--- src/iba_pkg.sv ---
`timescale 1ns / 1ps

package iba_pkg;

	// Table size and link encoding; the null link is one past the last entry
	localparam int MAX_PEERS = 64;
	localparam int IDX_W     = $clog2(MAX_PEERS);
	localparam int LINK_W    = IDX_W + 1;

	typedef logic [IDX_W-1:0]  idx_t;
	typedef logic [LINK_W-1:0] link_t;
	typedef logic [LINK_W-1:0] count_t;

	localparam link_t LINK_NULL = link_t'(MAX_PEERS);

	// Operation codes
	localparam logic OP_ACQUIRE = 1'b0;
	localparam logic OP_RELEASE = 1'b1;

	typedef enum logic [1:0] {
		STAT_GRANTED  = 2'd0,
		STAT_NO_IDLE  = 2'd1,
		STAT_RELEASED = 2'd2,
		STAT_IGNORED  = 2'd3
	} status_t;

	typedef enum logic {
		S_IDLE,
		S_EXEC
	} state_t;

	typedef struct packed {
		logic op;
		idx_t peer_id;
	} req_item_t;

	typedef struct packed {
		status_t status;
		idx_t    granted_index;
		count_t  idle_count;
		logic    oldest_busy_valid;
		idx_t    oldest_busy;
	} rsp_item_t;

	// Write requests to the link store, one port per memory; the busy flag
	// is stored with the prev link
	typedef struct packed {
		logic  next_we;
		idx_t  next_addr;
		link_t next_data;
		logic  prev_we;
		idx_t  prev_addr;
		link_t prev_data;
		logic  busy_data;
	} link_wr_t;

	// Read data of one entry, defaults already applied
	typedef struct packed {
		link_t next_link;
		link_t prev_link;
		logic  busy;
	} link_rd_t;

endpackage

--- src/iba_links.sv ---
`timescale 1ns / 1ps

module iba_links (
	input  logic              clk,
	input  logic              arst_n,
	input  logic              clear,
	input  logic              rd_en,
	input  iba_pkg::idx_t     rd_addr,
	input  iba_pkg::link_wr_t wr,
	output iba_pkg::link_rd_t rd
);
	import iba_pkg::*;

	// Next links, and prev links with the busy flag on top, one entry per peer
	link_t           next_mem [MAX_PEERS];
	logic [LINK_W:0] prev_mem [MAX_PEERS];

	// Written marks; an unwritten entry reads as its post-init value
	logic [MAX_PEERS-1:0] next_vld_q;
	logic [MAX_PEERS-1:0] prev_vld_q;

	link_t           next_rd_s1;
	logic [LINK_W:0] prev_rd_s1;
	logic            next_vld_s1;
	logic            prev_vld_s1;
	idx_t            addr_s1;

	// Memory arrays: one write per memory, one registered read
	always_ff @(posedge clk) begin
		if (wr.next_we) begin
			next_mem[wr.next_addr] <= wr.next_data;
		end
		if (wr.prev_we) begin
			prev_mem[wr.prev_addr] <= {wr.busy_data, wr.prev_data};
		end
		if (rd_en) begin
			next_rd_s1 <= next_mem[rd_addr];
			prev_rd_s1 <= prev_mem[rd_addr];
			addr_s1    <= rd_addr;
		end
	end

	// Written marks, cleared by reset and by a peer count write
	always_ff @(posedge clk or negedge arst_n) begin
		if (!arst_n) begin
			next_vld_q  <= '0;
			prev_vld_q  <= '0;
			next_vld_s1 <= 1'b0;
			prev_vld_s1 <= 1'b0;
		end else begin
			if (clear) begin
				next_vld_q <= '0;
				prev_vld_q <= '0;
			end else begin
				if (wr.next_we) begin
					next_vld_q[wr.next_addr] <= 1'b1;
				end
				if (wr.prev_we) begin
					prev_vld_q[wr.prev_addr] <= 1'b1;
				end
			end
			if (rd_en) begin
				next_vld_s1 <= next_vld_q[rd_addr];
				prev_vld_s1 <= prev_vld_q[rd_addr];
			end
		end
	end

	// Unwritten: next is i+1, busy is clear. Prev is only read for busy
	// entries, which always had it written on acquire.
	assign rd.next_link = next_vld_s1 ? next_rd_s1 : (link_t'(addr_s1) + link_t'(1));
	assign rd.prev_link = prev_rd_s1[LINK_W-1:0];
	assign rd.busy      = prev_vld_s1 & prev_rd_s1[LINK_W];

endmodule

--- src/iba_ctrl.sv ---
`timescale 1ns / 1ps

module iba_ctrl (
	input  logic               clk,
	input  logic               arst_n,
	input  logic               req_valid,
	output logic               req_ready,
	input  iba_pkg::req_item_t req,
	output logic               rsp_valid,
	input  logic               rsp_ready,
	output iba_pkg::rsp_item_t rsp,
	input  logic               cfg_valid,
	output logic               cfg_ready,
	input  iba_pkg::count_t    cfg_data,
	output logic               clear,
	output logic               rd_en,
	output iba_pkg::idx_t      rd_addr,
	output iba_pkg::link_wr_t  wr,
	input  iba_pkg::link_rd_t  rd
);
	import iba_pkg::*;

	state_t    state_q, state_d;
	logic      op_s1;
	idx_t      e_s1;
	count_t    n_active_q, n_active_d;
	link_t     idle_head_q, idle_head_d;
	link_t     idle_tail_q, idle_tail_d;
	link_t     busy_head_q, busy_head_d;
	link_t     busy_tail_q, busy_tail_d;
	count_t    idle_total_q, idle_total_d;
	rsp_item_t rsp_q, rsp_d;
	logic      rsp_valid_q;

	logic      accept;
	logic      cfg_take;
	logic      exec_go;
	link_t     e_link;
	link_t     prv;
	link_t     nxt;
	count_t    n_clamped;

	// Peer count written as 0 means 1, above the table size means the table size
	always_comb begin
		if (cfg_data == '0) begin
			n_clamped = count_t'(1);
		end else if (cfg_data > count_t'(MAX_PEERS)) begin
			n_clamped = count_t'(MAX_PEERS);
		end else begin
			n_clamped = cfg_data;
		end
	end

	// Handshakes and link store read
	assign req_ready = (state_q == S_IDLE);
	assign cfg_ready = (state_q == S_IDLE);
	assign accept    = req_valid & req_ready;
	assign cfg_take  = cfg_valid & cfg_ready;
	assign clear     = cfg_take;
	assign rd_en     = accept;
	assign rd_addr   = (req.op == OP_RELEASE) ? req.peer_id : idle_head_q[IDX_W-1:0];
	assign exec_go   = (state_q == S_EXEC) && (!rsp_valid_q || rsp_ready);
	assign e_link    = link_t'(e_s1);

	assign rsp_valid = rsp_valid_q;
	assign rsp       = rsp_q;

	// Next state, list updates, link writes and the result
	always_comb begin
		state_d      = state_q;
		n_active_d   = n_active_q;
		idle_head_d  = idle_head_q;
		idle_tail_d  = idle_tail_q;
		busy_head_d  = busy_head_q;
		busy_tail_d  = busy_tail_q;
		idle_total_d = idle_total_q;
		wr           = '0;
		prv          = LINK_NULL;
		nxt          = LINK_NULL;
		rsp_d        = '0;

		unique case (state_q)
			S_IDLE: begin
				if (cfg_take) begin
					n_active_d   = n_clamped;
					idle_head_d  = '0;
					idle_tail_d  = n_clamped - count_t'(1);
					busy_head_d  = LINK_NULL;
					busy_tail_d  = LINK_NULL;
					idle_total_d = n_clamped;
				end
				if (accept) begin
					state_d = S_EXEC;
					if (req.op == OP_RELEASE) begin
						// A release always leaves the named peer not busy;
						// a refused one was not busy to begin with
						wr.prev_we   = 1'b1;
						wr.prev_addr = req.peer_id;
						wr.prev_data = LINK_NULL;
						wr.busy_data = 1'b0;
						// Tail's next is never read, so linking the released
						// peer behind the idle tail is safe even if refused
						if (idle_total_q != '0) begin
							wr.next_we   = 1'b1;
							wr.next_addr = idle_tail_q[IDX_W-1:0];
							wr.next_data = link_t'(req.peer_id);
						end
					end
				end
			end
			S_EXEC: begin
				if (exec_go) begin
					state_d = S_IDLE;
					if (op_s1 == OP_ACQUIRE) begin
						if (idle_total_q == '0) begin
							rsp_d.status = STAT_NO_IDLE;
						end else begin
							// Pop idle head
							nxt = (e_link == idle_tail_q) ? LINK_NULL : rd.next_link;
							idle_head_d = nxt;
							if (nxt == LINK_NULL) begin
								idle_tail_d = LINK_NULL;
							end
							// Append to busy tail
							if (busy_head_q == LINK_NULL) begin
								busy_head_d = e_link;
							end else begin
								wr.next_we   = 1'b1;
								wr.next_addr = busy_tail_q[IDX_W-1:0];
								wr.next_data = e_link;
							end
							wr.prev_we   = 1'b1;
							wr.prev_addr = e_s1;
							wr.prev_data = busy_tail_q;
							wr.busy_data = 1'b1;
							busy_tail_d  = e_link;
							idle_total_d = idle_total_q - count_t'(1);
							rsp_d.status        = STAT_GRANTED;
							rsp_d.granted_index = e_s1;
						end
					end else begin
						if (e_link >= n_active_q || !rd.busy) begin
							rsp_d.status = STAT_IGNORED;
						end else begin
							// Unlink from the busy list
							prv = (e_link == busy_head_q) ? LINK_NULL : rd.prev_link;
							nxt = (e_link == busy_tail_q) ? LINK_NULL : rd.next_link;
							if (prv != LINK_NULL) begin
								wr.next_we   = 1'b1;
								wr.next_addr = prv[IDX_W-1:0];
								wr.next_data = nxt;
							end else begin
								busy_head_d = nxt;
							end
							if (nxt != LINK_NULL) begin
								wr.prev_we   = 1'b1;
								wr.prev_addr = nxt[IDX_W-1:0];
								wr.prev_data = prv;
								wr.busy_data = 1'b1;
							end else begin
								busy_tail_d = prv;
							end
							// Idle tail link and busy flag already written at accept
							if (idle_head_q == LINK_NULL) begin
								idle_head_d = e_link;
							end
							idle_tail_d  = e_link;
							idle_total_d = idle_total_q + count_t'(1);
							rsp_d.status = STAT_RELEASED;
						end
					end
					rsp_d.idle_count        = idle_total_d;
					rsp_d.oldest_busy_valid = (busy_head_d != LINK_NULL);
					rsp_d.oldest_busy       = (busy_head_d != LINK_NULL) ?
						busy_head_d[IDX_W-1:0] : '0;
				end
			end
		endcase
	end

	// Control state and list registers
	always_ff @(posedge clk or negedge arst_n) begin
		if (!arst_n) begin
			state_q      <= S_IDLE;
			n_active_q   <= count_t'(MAX_PEERS);
			idle_head_q  <= '0;
			idle_tail_q  <= link_t'(MAX_PEERS - 1);
			busy_head_q  <= LINK_NULL;
			busy_tail_q  <= LINK_NULL;
			idle_total_q <= count_t'(MAX_PEERS);
			rsp_valid_q  <= 1'b0;
		end else begin
			state_q      <= state_d;
			n_active_q   <= n_active_d;
			idle_head_q  <= idle_head_d;
			idle_tail_q  <= idle_tail_d;
			busy_head_q  <= busy_head_d;
			busy_tail_q  <= busy_tail_d;
			idle_total_q <= idle_total_d;
			if (exec_go) begin
				rsp_valid_q <= 1'b1;
			end else if (rsp_ready) begin
				rsp_valid_q <= 1'b0;
			end
		end
	end

	// Item in flight and result register
	always_ff @(posedge clk) begin
		if (accept) begin
			op_s1 <= req.op;
			e_s1  <= rd_addr;
		end
		if (exec_go) begin
			rsp_q <= rsp_d;
		end
	end

endmodule

--- src/idle_busy_peer_allocator.sv ---
`timescale 1ns / 1ps

// Channel | handshake             | item
// --------+-----------------------+--------------------------------------------
// req     | req_valid/req_ready   | op, peer_id (acquire or release)
// rsp     | rsp_valid/rsp_ready   | status, granted_index, idle_count, oldest busy
// cfg     | cfg_valid/cfg_ready   | cfg_data: active peer count, reinitialises lists
//
// Each item passes two states: on acceptance in S_IDLE the peer's links are read,
// and in S_EXEC the neighbours are written back and the result register is loaded.
// The result register lets the next item be taken while a result waits;
// a second result stalls in the write-back cycle until rsp_ready.
// Reset and a peer count write need no clearing pass: per-entry written marks
// make untouched entries read as their initial links.

module idle_busy_peer_allocator (
	input  logic               clk,
	input  logic               arst_n,
	input  logic               req_valid,
	output logic               req_ready,
	input  iba_pkg::req_item_t req,
	output logic               rsp_valid,
	input  logic               rsp_ready,
	output iba_pkg::rsp_item_t rsp,
	input  logic               cfg_valid,
	output logic               cfg_ready,
	input  iba_pkg::count_t    cfg_data
);
	import iba_pkg::*;

	logic     clear;
	logic     rd_en;
	idx_t     rd_addr;
	link_wr_t wr;
	link_rd_t rd;

	// Sequencer and list heads
	iba_ctrl u_ctrl (
		.clk       (clk),
		.arst_n    (arst_n),
		.req_valid (req_valid),
		.req_ready (req_ready),
		.req       (req),
		.rsp_valid (rsp_valid),
		.rsp_ready (rsp_ready),
		.rsp       (rsp),
		.cfg_valid (cfg_valid),
		.cfg_ready (cfg_ready),
		.cfg_data  (cfg_data),
		.clear     (clear),
		.rd_en     (rd_en),
		.rd_addr   (rd_addr),
		.wr        (wr),
		.rd        (rd)
	);

	// Link and busy memories
	iba_links u_links (
		.clk     (clk),
		.arst_n  (arst_n),
		.clear   (clear),
		.rd_en   (rd_en),
		.rd_addr (rd_addr),
		.wr      (wr),
		.rd      (rd)
	);

endmodule

--- config.mk ---
export PLATFORM = sky130hd
export DESIGN_NAME = idle_busy_peer_allocator
export DESIGN_NICKNAME = d
export VERILOG_FILES = /design/src/iba_pkg.sv /design/src/iba_links.sv /design/src/iba_ctrl.sv /design/src/idle_busy_peer_allocator.sv
export SDC_FILE = /design/constraint.sdc
export NUM_CORES = 2
export LEC_CHECK = 0
export ABC_AREA = 1
export BUFFER_PORTS_ARGS = -buffer_cell sky130_fd_sc_hd__buf_4
export CAP_MARGIN = 20
export CORE_MARGIN = 3
export CORE_UTILIZATION = 30
export DETAILED_ROUTE_END_ITERATION = 10
export MAX_ROUTING_LAYER = met4
export PLACE_DENSITY = 0.54
export SLEW_MARGIN = 20
export SYNTH_ARGS = -nofsm -noshare
export SYNTH_HDL_FRONTEND = slang
export SYNTH_SLANG_ARGS = --single-unit
--- constraint.sdc ---
create_clock -name clk -period 6.46 [get_ports clk]
set_input_delay 1.615 -clock clk [delete_from_list [all_inputs] [get_ports clk]]
set_output_delay 1.615 -clock clk [all_outputs]
set_load 0.05 [all_outputs]
==> metrics.cfg <==
[setup_path]
worst_setup_path_end_kind = register
critical_path_class = register to register
cp_max_fo = 42
worstPathArrival_ps = 4960
cp.required_ps = 7000
start_kind = register

[cells_and_area]
areaGrowthSynthToFinish_pct = 13.92
layout-drive-gt1-share = 0.1309
antenna_cells = 0
nNetsFinal = 4310
nFillCells = 16347
instances_no_fill = 6574

[synthesis]
syn_inst = 4317
synthArstFlopShare = 0.1477
yosysTopAreaCellShare = 0.5982
yosys_warnings = 0
syn_area_mm2 = 0.05040
synthTopCellsByArea = edfxtp_1 60%, dfrtp_1 8.1%, o21ai_0 4.6%
ys.flop_type = edfxtp_1
syn_avg_cell_area_um2 = 11.67
yosys.area.top_type = edfxtp_1
synth.distinct_cells = 54
ys_seq_area_frac = 0.6849
ys_ff_latch = 1178
syn_nets = 4347
synth_edf_count = 1004

[floorplanning]
initial_core_util = 0.3037
die-area_mm2 = 0.1729
dieHeight_um = 415.9
rows = 149
core-area_mm2 = 0.1659
ios = 44
die_w_um = 415.9

[outcome]
status = completed

[cts]
cts_setup_buffers = 0
cts_hold_buf = 0
clkTransAtPathRegs_ps = 70
insertion_delay_ps = 770
cts_buffers = 117
cts_buffer_depth = 3
cts_sinks = 1178
cts_htree_levels = 3
cts_root_buf = clkbuf_16
cts_tree = yes
cts.repair.resized = 0

[routing]
wl_mm = 142.3
drt-vias-per-instance = 5.143
antenna_left = 0
drc = 0
avgRoutedWirePerCell_um = 21.65
vias = 33808
dr.pass1.iters = 6
initialDrtViolationCount = 3657

[placement]
dp_slack_ps = 1611
place_hpwl_mm = 85.38
io_buffers = 43
place.gp.congestion = 0.9041
placed_cells = 6349

[timing]
slew_violations = 0
max_freq_ghz = 0.2265
relSlewSlack = 0.2760
fin_skew_ps = 69.90
fin_ws_ps = 2045
rsz0062_at_grt = false
setup_tns_ps = 0
finalCriticalPeriod_ps = 4415
finalSetupViolCount = 0
timing.final.crit_share = 0.6834
tightest_slew_ps = 1084
hold_slack_ps = 490.5
hold_viol_final = 0

[min_path]
hp-class = register to register

[global_routing]
grt_pass1_vias = 32470
track_usage = 0.1653
grt_max_degree = 216
grt_first_pass_wirelength_mm = 214.8
antenna_found_initial = 1
grt_overflow = 0

[pwr]
total_power_uw = 20700
p_per_area_mw_per_mm2 = 360.6
power_leakage_uw = 0.02052
peakVddDrop_mv = 0.2766

[job]
drv_cap = 0

sequential cells by signal, summed over array words and instances (netlist names), 8 cells and up:
signal and count:
u_ctrl.rsp 22, u_links.prev_rd_s1 8, u_links.prev_vld_q 64, u_links.next_mem 448
u_links.prev_mem 512, u_links.next_vld_q 64
cells in the mapped netlist (13+ instances only):
master / number
dfrtp_1: 164
nand2_1: 426
edfxtp_1: 1004
buf_2: 54
o32ai_1: 87
a21oi_1: 138
or2_2: 149
inv_1: 325
o221ai_1: 116
inv_2: 22
clkbuf_1: 200
o211ai_1: 198
nor2_4: 23
nand3_1: 180
o21ai_0: 467
buf_1: 13
nor2_1: 539
nand4_1: 16
o22ai_1: 49
nor3_1: 15
worst max-delay path: stages, from the launching register on:
cell	delay (ps)
edfxtp_1	840
ha_1	400
a21oi_1	130
nand2_1	60
nand2_1	50
nand3_1	80
nor2_2	630
o21ai_0	470
nor3_1	300
o21a_2	760
buf_4	400
where the power goes:
part / switching, uW / total [uW] / internal (uW)
logic: 3310 / 4540 / 1230
registers: 225 / 9040 / 8810
clock network: 3000 / 7120 / 4120
per-layer routing:
| layer | up-vias | track usage | wire length (um) | part of all wire |
|---|---|---|---|---|
| li1 | 15469 | - | - | - |
| met1 | 16952 | 0.2282 | 63890 | 0.45 |
| met2 | 1162 | 0.2540 | 66100 | 0.46 |
| met3 | 225 | 0.02088 | 8497 | 0.060 |
| met4 | 0 | 0.05204 | 3837 | 0.027 |
| met5 | - | - | 0 | 0 |
per-stage QoR:
step	area [um^2]	utilization
after floorplan	50400	-
after global routing	57410	0.3460
after CTS	57390	0.3459
final	57410	0.3460
after detailed placement	53320	0.3214
after global placement	53290	0.3212
worst paths after layout:
check	from	to	slack, ps	depth (start not counted)
worst min-delay path	u_links.next_vld_q[46]$_DFFE_PN0P_	u_links.next_vld_q[46]$_DFFE_PN0P_	490	2
worst max-delay path	u_ctrl.e_s1[2]$_DFFE_PP_	u_links.prev_mem[42][5]$_DFFE_PP_	2050	10
worst max register to register	u_ctrl.e_s1[2]$_DFFE_PP_	u_links.prev_mem[42][5]$_DFFE_PP_	2050	10
worst min register to register	u_links.next_vld_q[46]$_DFFE_PN0P_	u_links.next_vld_q[46]$_DFFE_PN0P_	490	2
min in group asynchronous	arst_n	u_ctrl.n_active_q[4]$_DFFE_PN0P_	950	1
max in group asynchronous	arst_n	u_links.prev_vld_q[22]$_DFFE_PN0P_	4430	2
cell usage in the layout, fill, tap and decap left out, drive strengths merged, types with 2 or more instances in the layout:
master	instances
a21oi	139
a22oi	5
a31oi	4
and3	3
buf	115
bufinv	13
clkbuf	169
clkinv	40
clkinvlp	5
dfrtp	164
dfstp	10
edfxtp	1004
ha	11
inv	353
nand2	441
nand3	190
nand4	16
nor2	574
nor3	17
nor4	3
o211ai	198
o21ai	485
o221ai	116
o22ai	49
o31ai	2
o32ai	87
or2	149
xnor2	7
xor2	7
cell families after synthesis:
kind of cell | after synthesis | synth area share
xor+xnor | 14 | 0.002433
simple gates | 1396 | 0.1248
flops | 1178 | 0.6849
fa+ha+maj | 11 | 0.002731
compound gates | 1091 | 0.1365
buf+inv | 627 | 0.04871
cell type report:
type	count	area, um^2	area share
sequential	1178	34520	0.6012
inverter	355	1366	0.02380
timing repair buffer	116	1092	0.01903
clock buffer	168	3322	0.05786
tap	2189	2739	0.04771
clock inverter	56	743.2	0.01295
multi-input combinational	2512	13630	0.2375
Power figures use the tool's default switching activity.
